## config.mk

```make
export PLATFORM = sky130hd
export DESIGN_NAME = crc_checked_frame_receiver_top_flat
export DESIGN_NICKNAME = d
export VERILOG_FILES = /design/src/design/ccfr_pkg.sv /design/src/design/ccfr_if.sv /design/src/design/ccfr_front.sv /design/src/design/ccfr_queue.sv /design/src/design/ccfr_back.sv /design/src/design/crc_checked_frame_receiver_top.sv /design/src/flat_wrapper.sv
export SDC_FILE = /design/constraint.sdc
export NUM_CORES = 1
export LEC_CHECK = 0
export ABC_AREA = 1
export BUFFER_PORTS_ARGS = -buffer_cell sky130_fd_sc_hd__buf_4
export CAP_MARGIN = 0
export CORE_MARGIN = 10
export CORE_UTILIZATION = 45
export CTS_CLUSTER_DIAMETER = 150
export DETAILED_ROUTE_END_ITERATION = 10
export SLEW_MARGIN = 20
export SYNTH_ARGS = -nofsm -noshare
export SYNTH_HDL_FRONTEND = slang
export SYNTH_SLANG_ARGS = --single-unit
export TNS_END_PERCENT = 100
```

## constraint.sdc

```tcl
create_clock -name clock -period 6 [get_ports clock]
set_clock_uncertainty 0.2 [all_clocks]
set_input_delay 0.3 -clock clock [delete_from_list [all_inputs] [get_ports clock]]
set_output_delay 0.3 -clock clock [all_outputs]
set_load 0.02 [all_outputs]
```

## src/design/ccfr_pkg.sv

```systemverilog
// ----------------------------------------------------------------------------
// ccfr package
// types, constants and crc function of the frame receiver
// ----------------------------------------------------------------------------
package ccfr_pkg;

   localparam int CRC_BYTES = 4;
   localparam logic [15:0] CRC_POLY = 16'h8005;
   localparam logic [15:0] CRC_INIT = 16'hFFFF;
   localparam logic [7:0] TERM_RESET = 8'd10;

   localparam int QUEUE_DEPTH = 2;
   localparam int QPTR_W = (QUEUE_DEPTH > 1) ? $clog2(QUEUE_DEPTH) : 1;
   localparam int QCNT_W = $clog2(QUEUE_DEPTH + 1);

   typedef enum logic [2:0] {
      POS_FIRST  = 3'd0,
      POS_SECOND = 3'd1,
      POS_PACKED = 3'd2,
      POS_CHK_HI = 3'd3,
      POS_CHK_LO = 3'd4,
      POS_TERM   = 3'd5
   } pos_type;

   typedef enum logic [1:0] {
      STATUS_OK      = 2'd0,
      STATUS_NO_TERM = 2'd1,
      STATUS_BAD_CRC = 2'd2
   } status_type;

   typedef struct packed {
      logic signed [7:0] first_value;
      logic signed [7:0] second_value;
      logic [3:0] low_nibble;
      logic [3:0] high_nibble;
      logic [15:0] received_check;
      logic [15:0] computed_check;
      logic term_ok;
   } frame_rec_type;

   function automatic logic [15:0] crc_feed(input logic [15:0] crc, input logic [7:0] b);
      logic [15:0] c;
      c = crc ^ {b, 8'h00};
      for (int k = 0; k < 8; k++) begin
         if (c[15]) begin
            c = {c[14:0], 1'b0} ^ CRC_POLY;
         end else begin
            c = {c[14:0], 1'b0};
         end
      end
      return c;
   endfunction

endpackage

```

## src/design/ccfr_if.sv

```systemverilog
// ----------------------------------------------------------------------------
// ccfr channel interfaces
// valid/ready channels for received bytes and frame results
// ----------------------------------------------------------------------------
interface ccfr_req_if;
   logic valid;
   logic ready;
   logic [7:0] data_byte;

   modport source (output valid, output data_byte, input ready);
   modport sink (input valid, input data_byte, output ready);
endinterface

interface ccfr_rsp_if;
   logic valid;
   logic ready;
   logic signed [7:0] first_value;
   logic signed [7:0] second_value;
   logic [3:0] low_nibble;
   logic [3:0] high_nibble;
   logic [15:0] received_check;
   logic [15:0] computed_check;
   logic [1:0] status;

   modport source (output valid, output first_value, output second_value,
                   output low_nibble, output high_nibble, output received_check,
                   output computed_check, output status, input ready);
   modport sink (input valid, input first_value, input second_value,
                 input low_nibble, input high_nibble, input received_check,
                 input computed_check, input status, output ready);
endinterface

```

## src/design/ccfr_front.sv

```systemverilog
// ----------------------------------------------------------------------------
// ccfr front
// frame assembly, running crc and terminator check per received byte
// ----------------------------------------------------------------------------
module ccfr_front (
   input  logic clock,
   input  logic reset,
   input  logic req_valid,
   output logic req_ready,
   input  logic [7:0] req_data_byte,
   input  logic csr_wr_en,
   input  logic [7:0] csr_wr_data,
   input  logic q_full,
   output logic q_push,
   output ccfr_pkg::frame_rec_type q_rec
);
   import ccfr_pkg::*;

   logic [2:0] pos_ff, pos_in;
   logic [15:0] crc_ff, crc_in;
   logic [7:0] term_ff;
   logic [7:0] first_ff, second_ff, packed_ff;
   logic [15:0] check_ff;
   logic at_term, accept;

   assign at_term   = (pos_ff >= POS_TERM);
   assign req_ready = !(at_term && q_full);
   assign accept    = req_valid && req_ready;
   assign q_push    = accept && at_term;

   always_comb begin
      pos_in = pos_ff;
      crc_in = crc_ff;
      if (accept) begin
         case (pos_ff)
            POS_FIRST: begin
               pos_in = POS_SECOND;
               crc_in = crc_feed(CRC_INIT, req_data_byte);
            end
            POS_SECOND: begin
               pos_in = POS_PACKED;
               crc_in = crc_feed(crc_ff, req_data_byte);
            end
            POS_PACKED: begin
               pos_in = POS_CHK_HI;
               crc_in = crc_feed(crc_feed(crc_ff, {4'h0, req_data_byte[3:0]}),
                                 {4'h0, req_data_byte[7:4]});
            end
            POS_CHK_HI: begin
               pos_in = POS_CHK_LO;
            end
            POS_CHK_LO: begin
               pos_in = POS_TERM;
            end
            default: begin
               pos_in = POS_FIRST;
               crc_in = CRC_INIT;
            end
         endcase
      end
   end

   always_ff @(posedge clock) begin
      if (reset) begin
         pos_ff  <= POS_FIRST;
         crc_ff  <= CRC_INIT;
         term_ff <= TERM_RESET;
      end else begin
         pos_ff <= pos_in;
         crc_ff <= crc_in;
         if (csr_wr_en) begin
            term_ff <= csr_wr_data;
         end
      end
   end

   always_ff @(posedge clock) begin
      if (accept) begin
         case (pos_ff)
            POS_FIRST:  first_ff        <= req_data_byte;
            POS_SECOND: second_ff       <= req_data_byte;
            POS_PACKED: packed_ff       <= req_data_byte;
            POS_CHK_HI: check_ff[15:8]  <= req_data_byte;
            POS_CHK_LO: check_ff[7:0]   <= req_data_byte;
            default: begin
            end
         endcase
      end
   end

   always_comb begin
      q_rec.first_value    = first_ff;
      q_rec.second_value   = second_ff;
      q_rec.low_nibble     = packed_ff[3:0];
      q_rec.high_nibble    = packed_ff[7:4];
      q_rec.received_check = check_ff;
      q_rec.computed_check = crc_ff;
      q_rec.term_ok        = (req_data_byte == term_ff);
   end

endmodule

```

## src/design/ccfr_queue.sv

```systemverilog
// ----------------------------------------------------------------------------
// ccfr queue
// short frame record queue between front and back
// ----------------------------------------------------------------------------
module ccfr_queue (
   input  logic clock,
   input  logic reset,
   input  logic push,
   input  ccfr_pkg::frame_rec_type push_rec,
   output logic full,
   input  logic pop,
   output logic empty,
   output ccfr_pkg::frame_rec_type pop_rec
);
   import ccfr_pkg::*;

   frame_rec_type mem_ff [QUEUE_DEPTH];
   logic [QPTR_W-1:0] wr_ptr_ff, rd_ptr_ff;
   logic [QCNT_W-1:0] cnt_ff;
   logic do_push, do_pop;

   assign full    = (cnt_ff == QCNT_W'(QUEUE_DEPTH));
   assign empty   = (cnt_ff == '0);
   assign do_push = push && !full;
   assign do_pop  = pop && !empty;
   assign pop_rec = mem_ff[rd_ptr_ff];

   always_ff @(posedge clock) begin
      if (do_push) begin
         mem_ff[wr_ptr_ff] <= push_rec;
      end
   end

   always_ff @(posedge clock) begin
      if (reset) begin
         wr_ptr_ff <= '0;
         rd_ptr_ff <= '0;
         cnt_ff    <= '0;
      end else begin
         if (do_push) begin
            wr_ptr_ff <= (wr_ptr_ff == QPTR_W'(QUEUE_DEPTH - 1)) ? '0 : wr_ptr_ff + 1'b1;
         end
         if (do_pop) begin
            rd_ptr_ff <= (rd_ptr_ff == QPTR_W'(QUEUE_DEPTH - 1)) ? '0 : rd_ptr_ff + 1'b1;
         end
         if (do_push && !do_pop) begin
            cnt_ff <= cnt_ff + 1'b1;
         end else if (do_pop && !do_push) begin
            cnt_ff <= cnt_ff - 1'b1;
         end
      end
   end

endmodule

```

## src/design/ccfr_back.sv

```systemverilog
// ----------------------------------------------------------------------------
// ccfr back
// status decision and result output register
// ----------------------------------------------------------------------------
module ccfr_back (
   input  logic clock,
   input  logic reset,
   input  logic q_empty,
   input  ccfr_pkg::frame_rec_type q_rec,
   output logic q_pop,
   ccfr_rsp_if.source rsp_chan
);
   import ccfr_pkg::*;

   logic valid_ff;
   frame_rec_type rec_ff;
   status_type status_ff, status_in;

   assign q_pop = !q_empty && (!valid_ff || rsp_chan.ready);

   always_comb begin
      if (!q_rec.term_ok) begin
         status_in = STATUS_NO_TERM;
      end else if (q_rec.computed_check != q_rec.received_check) begin
         status_in = STATUS_BAD_CRC;
      end else begin
         status_in = STATUS_OK;
      end
   end

   always_ff @(posedge clock) begin
      if (reset) begin
         valid_ff <= 1'b0;
      end else if (!valid_ff || rsp_chan.ready) begin
         valid_ff <= !q_empty;
      end
   end

   always_ff @(posedge clock) begin
      if (q_pop) begin
         rec_ff    <= q_rec;
         status_ff <= status_in;
      end
   end

   assign rsp_chan.valid          = valid_ff;
   assign rsp_chan.first_value    = rec_ff.first_value;
   assign rsp_chan.second_value   = rec_ff.second_value;
   assign rsp_chan.low_nibble     = rec_ff.low_nibble;
   assign rsp_chan.high_nibble    = rec_ff.high_nibble;
   assign rsp_chan.received_check = rec_ff.received_check;
   assign rsp_chan.computed_check = rec_ff.computed_check;
   assign rsp_chan.status         = status_ff;

endmodule

```

## src/design/crc_checked_frame_receiver_top.sv

```systemverilog
// ----------------------------------------------------------------------------
// crc checked frame receiver top
// six-byte serial frames checked with crc-16 (poly 8005, init ffff)
//
// channel   dir  transfer
// req_chan  in   one received byte
// rsp_chan  out  one frame result, at the terminator byte
// csr_*     in   terminator byte value
//
// one byte accepted per cycle unless a terminator byte stalls; the crc advances as each data byte is taken
// a frame result passes through the queue and the output register before it is valid on rsp_chan
// a two-entry queue sits between assembly and the output register
// only a terminator byte stalls, when that queue is full
// synchronous reset; terminator value resets to newline
// ----------------------------------------------------------------------------
module crc_checked_frame_receiver_top (
   input  logic clock,
   input  logic reset,
   ccfr_req_if.sink req_chan,
   ccfr_rsp_if.source rsp_chan,
   input  logic csr_wr_en,
   input  logic [7:0] csr_wr_data
);
   import ccfr_pkg::*;

   logic q_push, q_full, q_pop, q_empty;
   frame_rec_type push_rec, pop_rec;

   ccfr_front u_front (
      .clock(clock),
      .reset(reset),
      .req_valid(req_chan.valid),
      .req_ready(req_chan.ready),
      .req_data_byte(req_chan.data_byte),
      .csr_wr_en(csr_wr_en),
      .csr_wr_data(csr_wr_data),
      .q_full(q_full),
      .q_push(q_push),
      .q_rec(push_rec)
   );

   ccfr_queue u_queue (
      .clock(clock),
      .reset(reset),
      .push(q_push),
      .push_rec(push_rec),
      .full(q_full),
      .pop(q_pop),
      .empty(q_empty),
      .pop_rec(pop_rec)
   );

   ccfr_back u_back (
      .clock(clock),
      .reset(reset),
      .q_empty(q_empty),
      .q_rec(pop_rec),
      .q_pop(q_pop),
      .rsp_chan(rsp_chan)
   );

endmodule

```

## src/flat_wrapper.sv

```systemverilog
// flat-port wrapper written by rule: the top's interface ports become plain ports
module crc_checked_frame_receiver_top_flat import ccfr_pkg::*;
  (clock, reset, csr_wr_en, csr_wr_data, req_chan_valid, req_chan_data_byte, req_chan_ready, rsp_chan_valid, rsp_chan_first_value, rsp_chan_second_value, rsp_chan_low_nibble, rsp_chan_high_nibble, rsp_chan_received_check, rsp_chan_computed_check, rsp_chan_status, rsp_chan_ready);
  ccfr_req_if req_chan_i ();
  ccfr_rsp_if rsp_chan_i ();
  input  logic clock;
  input  logic reset;
  input  logic csr_wr_en;
  input  logic [7:0] csr_wr_data;
  input wire logic [$bits(req_chan_i.valid)-1:0] req_chan_valid;
  input wire logic [$bits(req_chan_i.data_byte)-1:0] req_chan_data_byte;
  output wire logic [$bits(req_chan_i.ready)-1:0] req_chan_ready;
  output wire logic [$bits(rsp_chan_i.valid)-1:0] rsp_chan_valid;
  output wire logic [$bits(rsp_chan_i.first_value)-1:0] rsp_chan_first_value;
  output wire logic [$bits(rsp_chan_i.second_value)-1:0] rsp_chan_second_value;
  output wire logic [$bits(rsp_chan_i.low_nibble)-1:0] rsp_chan_low_nibble;
  output wire logic [$bits(rsp_chan_i.high_nibble)-1:0] rsp_chan_high_nibble;
  output wire logic [$bits(rsp_chan_i.received_check)-1:0] rsp_chan_received_check;
  output wire logic [$bits(rsp_chan_i.computed_check)-1:0] rsp_chan_computed_check;
  output wire logic [$bits(rsp_chan_i.status)-1:0] rsp_chan_status;
  input wire logic [$bits(rsp_chan_i.ready)-1:0] rsp_chan_ready;
  assign req_chan_i.valid = req_chan_valid;
  assign req_chan_i.data_byte = req_chan_data_byte;
  assign req_chan_ready = req_chan_i.ready;
  assign rsp_chan_valid = rsp_chan_i.valid;
  assign rsp_chan_first_value = rsp_chan_i.first_value;
  assign rsp_chan_second_value = rsp_chan_i.second_value;
  assign rsp_chan_low_nibble = rsp_chan_i.low_nibble;
  assign rsp_chan_high_nibble = rsp_chan_i.high_nibble;
  assign rsp_chan_received_check = rsp_chan_i.received_check;
  assign rsp_chan_computed_check = rsp_chan_i.computed_check;
  assign rsp_chan_status = rsp_chan_i.status;
  assign rsp_chan_i.ready = rsp_chan_ready;
  crc_checked_frame_receiver_top u_core (.clock(clock), .reset(reset), .req_chan(req_chan_i), .rsp_chan(rsp_chan_i), .csr_wr_en(csr_wr_en), .csr_wr_data(csr_wr_data));
endmodule
```

* Yosys cells after proc, flatten, opt, wreduce, memory -nomap -nowiden
Memories as Yosys holds them, arrays and structs flattened. A register that Yosys moved wholly into a read port is not among the register bits.
Index checks and enable logic that the tools add are counted.
** Cells by class
- Muxes and demuxes :: 101
- Equal/unequal tests :: 7
- Bitwise operators :: 37
- Reduce and logical (&&, ||, !) cells :: 25
- Add/subtract/negate cells :: 4
- Magnitude comparators :: 1
** Operators by type and width (number)
- 16-bit two-way mux :: 90
- 3-bit NOT :: 32
- 16-bit one-hot mux with 4 select lines :: 1
- 16-bit by 12-bit bitwise XOR with 16-bit output :: 2
- 16-bit inequality test :: 1
- 16-bit NOT :: 1
- 16-bit bitwise XOR :: 1
- 3-bit one-hot mux with 5 select lines :: 1
- 2-bit AND reduction :: 6
- 8-bit equality test :: 1
- 1-bit logical AND :: 8
- 3-bit by 2-bit equality test with 1-bit output (second input constant) :: 2
- 1-bit zero test :: 6
- 1-bit two-way mux :: 6
- 2-bit two-way mux :: 3
- 3-bit by 1-bit equality test with 1-bit output (second input constant) :: 1
- 3-bit equality test (second input constant) :: 1
- 3-bit greater-or-equal comparator (second input constant) :: 1
- 3-bit zero test :: 1
- 1-bit adder (second input constant) :: 2
- 2-bit by 1-bit adder with 2-bit output (second input constant) :: 1
- 2-bit equality test (second input constant) :: 1
- 2-bit zero test :: 1
- 2-bit nonzero test :: 1
- other kinds (4) :: 4
** Storage, ports and cells
- Memories kept :: 1
- Register bits :: 130
- Memory bits (writable) :: 114
- Word-level logic and storage cells :: 195
- Output and inout bits :: 60
** Memories
- u_core.u_queue.mem_ff :: words 2, width 57, rd ports 1, clocked after memory_dff 1, wr ports 1, line ccfr_queue.sv:17 : frame_rec_type mem_ff [QUEUE_DEPTH];

* Depth between registers and ports, before layout
- Depth after elaboration :: 65
- Gate-level depth with buffers :: 17

* By module
From an unflattened synthesis, not the netlist that was laid out.
** Unflattened totals
- Cell total of the unflattened synthesis :: 752
- Area total of the unflattened synthesis :: 10029.6 µm²
** Modules (own cells, without submodules)
- ccfr_queue :: instances 1, seq. area each 3523.4 µm², area an instance 4479.3 µm², cells an instance 214
- ccfr_front :: instances 1, seq. area each 1741.7 µm², area an instance 3445.8 µm², cells an instance 390
- ccfr_back :: instances 1, seq. area each 1761.7 µm², area an instance 2104.5 µm², cells an instance 148

* Worst setup path before layout
Ideal clock, no wire load.
- Path type :: reg-to-reg
- From :: register u_core.u_back.valid_ff (netlist: u_core.u_back.rsp_chan.valid)
- To :: register u_core.u_queue.cnt_ff[1]
- Library setup time :: 0.122 ns
- Clock period less this slack :: 4.740 ns
- Data required time :: 5.678 ns
- Setup slack :: 1.260 ns
- Data arrival time :: 4.418 ns
- Cell stages (with the launch flop) :: 10
- Buffers on the path :: 0
- Cell sequence :: dfxtp_1 inv_1 nor2_1 a21oi_1 inv_1 ha_1 a21oi_1 o21ai_0 o21ai_0 a21oi_1
** Between the ends
- Longest elaborated chain between the ends :: 7
** RTL lines
- start, declared :: line ccfr_back.sv:15 : logic valid_ff;
- start signal, assigned :: line ccfr_back.sv:35 : valid_ff <= !q_empty;
- 1-bit zero test (*) :: line ccfr_back.sv:19 : assign q_pop = !q_empty && (!valid_ff || rsp_chan.ready);
- 1-bit logical OR (*) :: line ccfr_back.sv:19
- 1-bit logical AND (*) :: line ccfr_back.sv:19
- via u_core.q_pop :: line crc_checked_frame_receiver_top.sv:26 : logic q_push, q_full, q_pop, q_empty;
- 1-bit logical AND (*) :: line ccfr_queue.sv:25 : assign do_pop = pop && !empty;
- 1-bit zero test :: line ccfr_queue.sv:46 : if (do_push && !do_pop) begin
- 1-bit logical AND :: line ccfr_queue.sv:46
- 2-bit two-way mux or 2-bit nonzero test (tied branches)
- end signal, assigned :: line ccfr_queue.sv:47 : cnt_ff <= cnt_ff + 1'b1;
- end signal, assigned :: line ccfr_queue.sv:49 : cnt_ff <= cnt_ff - 1'b1;
- end, declared :: line ccfr_queue.sv:19 : logic [QCNT_W-1:0] cnt_ff;
Mark *: on every way through the listed nets, which the timed path passes. The rest lies on a longest branch.
A chain may end at the register's enable or synchronous reset.

==> qor.txt <==
DR pass1 iterations -> 6
vias in the first global route -> 6244
Seq/Total Area, Yosys -> 70.43%
Routed WL per cell -> 18.68 um
synth top area cells -> edfxtp_1 (64%), dfxtp_1 (6.6%), nand2_1 (5.2%)
Top Usage Layer GRT -> met2
Slew Limit Fails -> 0
switching pwr -> 1.698 mW
pin count of the biggest net entering global routing -> 63
RePlAce Congestion -> 0.9375
Pleak -> 4.529 nW
share of flip-flops with an asynchronous set or reset -> 0%
All-Layer GR Usage -> 15.15%
area grow syn2layout -> 20.12%
die height -> 168.9 um
final hold vios -> 0
clock buffer depth -> 3
Tmin final -> 3.150 ns
Final #Nets -> 892
Synth area leader -> edfxtp_1
Post-synth EDFFs -> 212
hold crit path type -> in -> reg
total power -> 5.393 mW
actual slew at the worst max-slew pin -> 1.198 ns
H-tree depth -> 1
logic gate share of total power -> 26.2%
Ys Warns -> 0
layout cells sized above 1 -> 26.01%
clock slew at reported path FFs -> 0.06 ns
top-count cell post-synth -> edfxtp_1
Worst EP arrival -> 3.22 ns
met2 Track Usage GR -> 25.82%
Pint -> 3.695 mW
sw frac -> 31.49%
antenna viol nets, final -> 0
initial antenna violation count -> 0
status -> finished, final reports clean
Synth Flop Type -> edfxtp_1
placed insts -> 1093
Flop pwr share -> 44.2%
setup repair after global routing missed its margin -> no
max frequency -> 317.5 MHz
Core Util, Final -> 54.91%
Post-Layout Cell Count -> 1168
Crit Path Class -> reg -> reg
slew margin rel. -> 19.69%
die area -> 28530 um^2
drt via density -> 5.081
worst vdd ir -> 0.0004471 V
Synth top cells by count -> edfxtp_1 (212), nand2_1 (139), inv_1 (51), mux2_2 (42), nor2_1 (35)
Setup Buffers After CTS -> 0
post-route cell area -> 11980 um^2
syn_nets -> 772
io pins -> 81
CP Max Fanout -> 47
CP startpoint kind -> flip-flop
Data required, critical path -> 6.07 ns
placed cell area -> 10840 um^2
met1 Usage GRT -> 19.37%
Setup-failing EPs final -> 0
clock share of power -> 29.6%
Residual DRC -> 0
met3 Use GR -> 2.849%
CTS sink cnt -> 245
distinct cell type count of the synthesized netlist -> 48
post-synthesis register bit count -> 245
Final Cycle Share -> 52.50%
port bufs -> 80
grt total ovfl -> 0
Post-Synthesis Cells -> 750
Root Buffer -> clkbuf_16
drt first-iter violations -> 415
first-pass GRT wire length -> 34.22 mm
# diodes -> 0
syn_area_per_cell -> 13.30 um^2
power per standard cell area -> 450.1 nW/um^2
die width -> 168.9 um
Core ar. -> 21820 um^2
routed wire length -> 21.82 mm
setup TNS -> 0 ns
DR vias -> 5935
Post-Syn Area -> 9977 um^2
Rows -> 54
Starting Density -> 45.72%
maxcap violations -> 0
Yosys top cell area share -> 63.81%
DP Wirelength -> 14.48 mm
Worst setup EP type -> flip-flop
CTS tree -> done
clock latency at the later pin of the worst-skew pair -> 0.54 ns
TritonCTS buffer count -> 27
## cells by family (layout without fill, tap and decap cells)
group	count (synthesis)	count (layout)	synth area share [%]
simple gates	246	246	11.27
flops	245	245	70.43
buf+inv	96	234	4.364
compound gates	73	73	4.402
xor+xnor	46	46	4.565
mux	43	43	4.841
fa+ha+maj	1	1	0.1254
## power by group through the flow
stage	clock, mW	combinational [mW]	sequential, mW
after floorplan	0	0.752	2.57
after global placement	0	1.39	2.41
after detailed placement	0	1.42	2.42
after CTS	1.63	1.44	2.39
after global routing	1.71	1.55	2.41
final	1.60	1.41	2.38
## through the flow
step	worst slack (ns)	hold WS [ns]
after CTS	2.758	0.01305
after global routing	2.615	0.06974
after detailed placement	2.761	0.2290
after floorplan	1.260	0.1691
final	2.850	0.03169
after global placement	2.858	0.2222
## worst max-delay path, cell delays in order (launching register included)
cell,delay [ns]
dfxtp_2,0.97
buf_4,0.44
mux2_2,0.40
xor2_1,0.15
nor4_1,0.40
nand4_1,0.14
nor2_1,0.11
nor2_1,0.05
## flip-flops by register name (all words and copies together) (netlist names), named ones only
name	cells
u_core.u_back.rsp_chan.low_nibble	4
u_core.u_front.second_ff	8
u_core.u_back.rsp_chan.status	2
u_core.u_queue.rd_ptr_ff	1
u_core.u_front.pos_ff	3
u_core.u_back.rsp_chan.second_value	8
u_core.u_queue.wr_ptr_ff	1
u_core.u_back.rsp_chan.first_value	8
u_core.u_back.rsp_chan.received_check	16
u_core.u_back.rsp_chan.high_nibble	4
u_core.u_front.packed_ff	8
u_core.u_queue.cnt_ff	2
u_core.u_front.first_ff	8
u_core.u_queue.mem_ff	114
u_core.u_back.rsp_chan.valid	1
u_core.u_front.term_ff	8
u_core.u_back.rsp_chan.computed_check	16
u_core.u_front.check_ff	16
u_core.u_front.crc_ff	16
## placed cells by master, fill, tap and decap left out, drive strengths merged, types with 22 or more instances in the layout
cell	synthesis	layout
xor2	24	24
inv	74	76
buf	21	85
dlygate4sd3	0	28
xnor2	22	22
o21ai	30	30
nor2	43	43
dfxtp	33	33
edfxtp	212	212
clkbuf	1	31
nand2	151	151
mux2	42	42
nand3	34	34
## routing by layer
layer / part of all wire, % / up-vias / wire length (um)
li1: - / 2856 / -
met1: 43 / 2891 / 9463
met2: 49 / 148 / 10720
met3: 5.6 / 40 / 1214
met4: 2.0 / 0 / 429
met5: 0 / - / 0
## worst paths after layout
path,from,endpoint,slack [ns],cells past startpoint
worst max-delay path,flip-flop,u_core.u_back.rsp_chan.status[1]$_SDFFCE_PN0P_,2.85,7
worst min-delay path,csr_wr_en,u_core.u_front.term_ff[1]$_SDFFE_PP1P_,0.03,4
worst max register to register,flip-flop,u_core.u_back.rsp_chan.status[1]$_SDFFCE_PN0P_,2.85,7
worst min register to register,u_core.u_front.packed_ff[5]$_DFFE_PP_,u_core.u_queue.mem_ff[1][34]$_DFFE_PP_,0.24,0
## area by class of cell
type / instances / area, um^2
fill: 1807 / 9839
clock inverter: 16 / 170.2
sequential: 245 / 7028
multi-input combinational: 409 / 2541
timing repair buffer: 113 / 918.4
tap: 280 / 350.3
clock buffer: 31 / 690.7
inverter: 74 / 285.3
## what timing repair did
action	4_1_cts	5_1_grt
resized for setup	0	0
hold buffers	28	0
endpoints found under the hold margin	56	0
(Power assumes the default switching activity.)
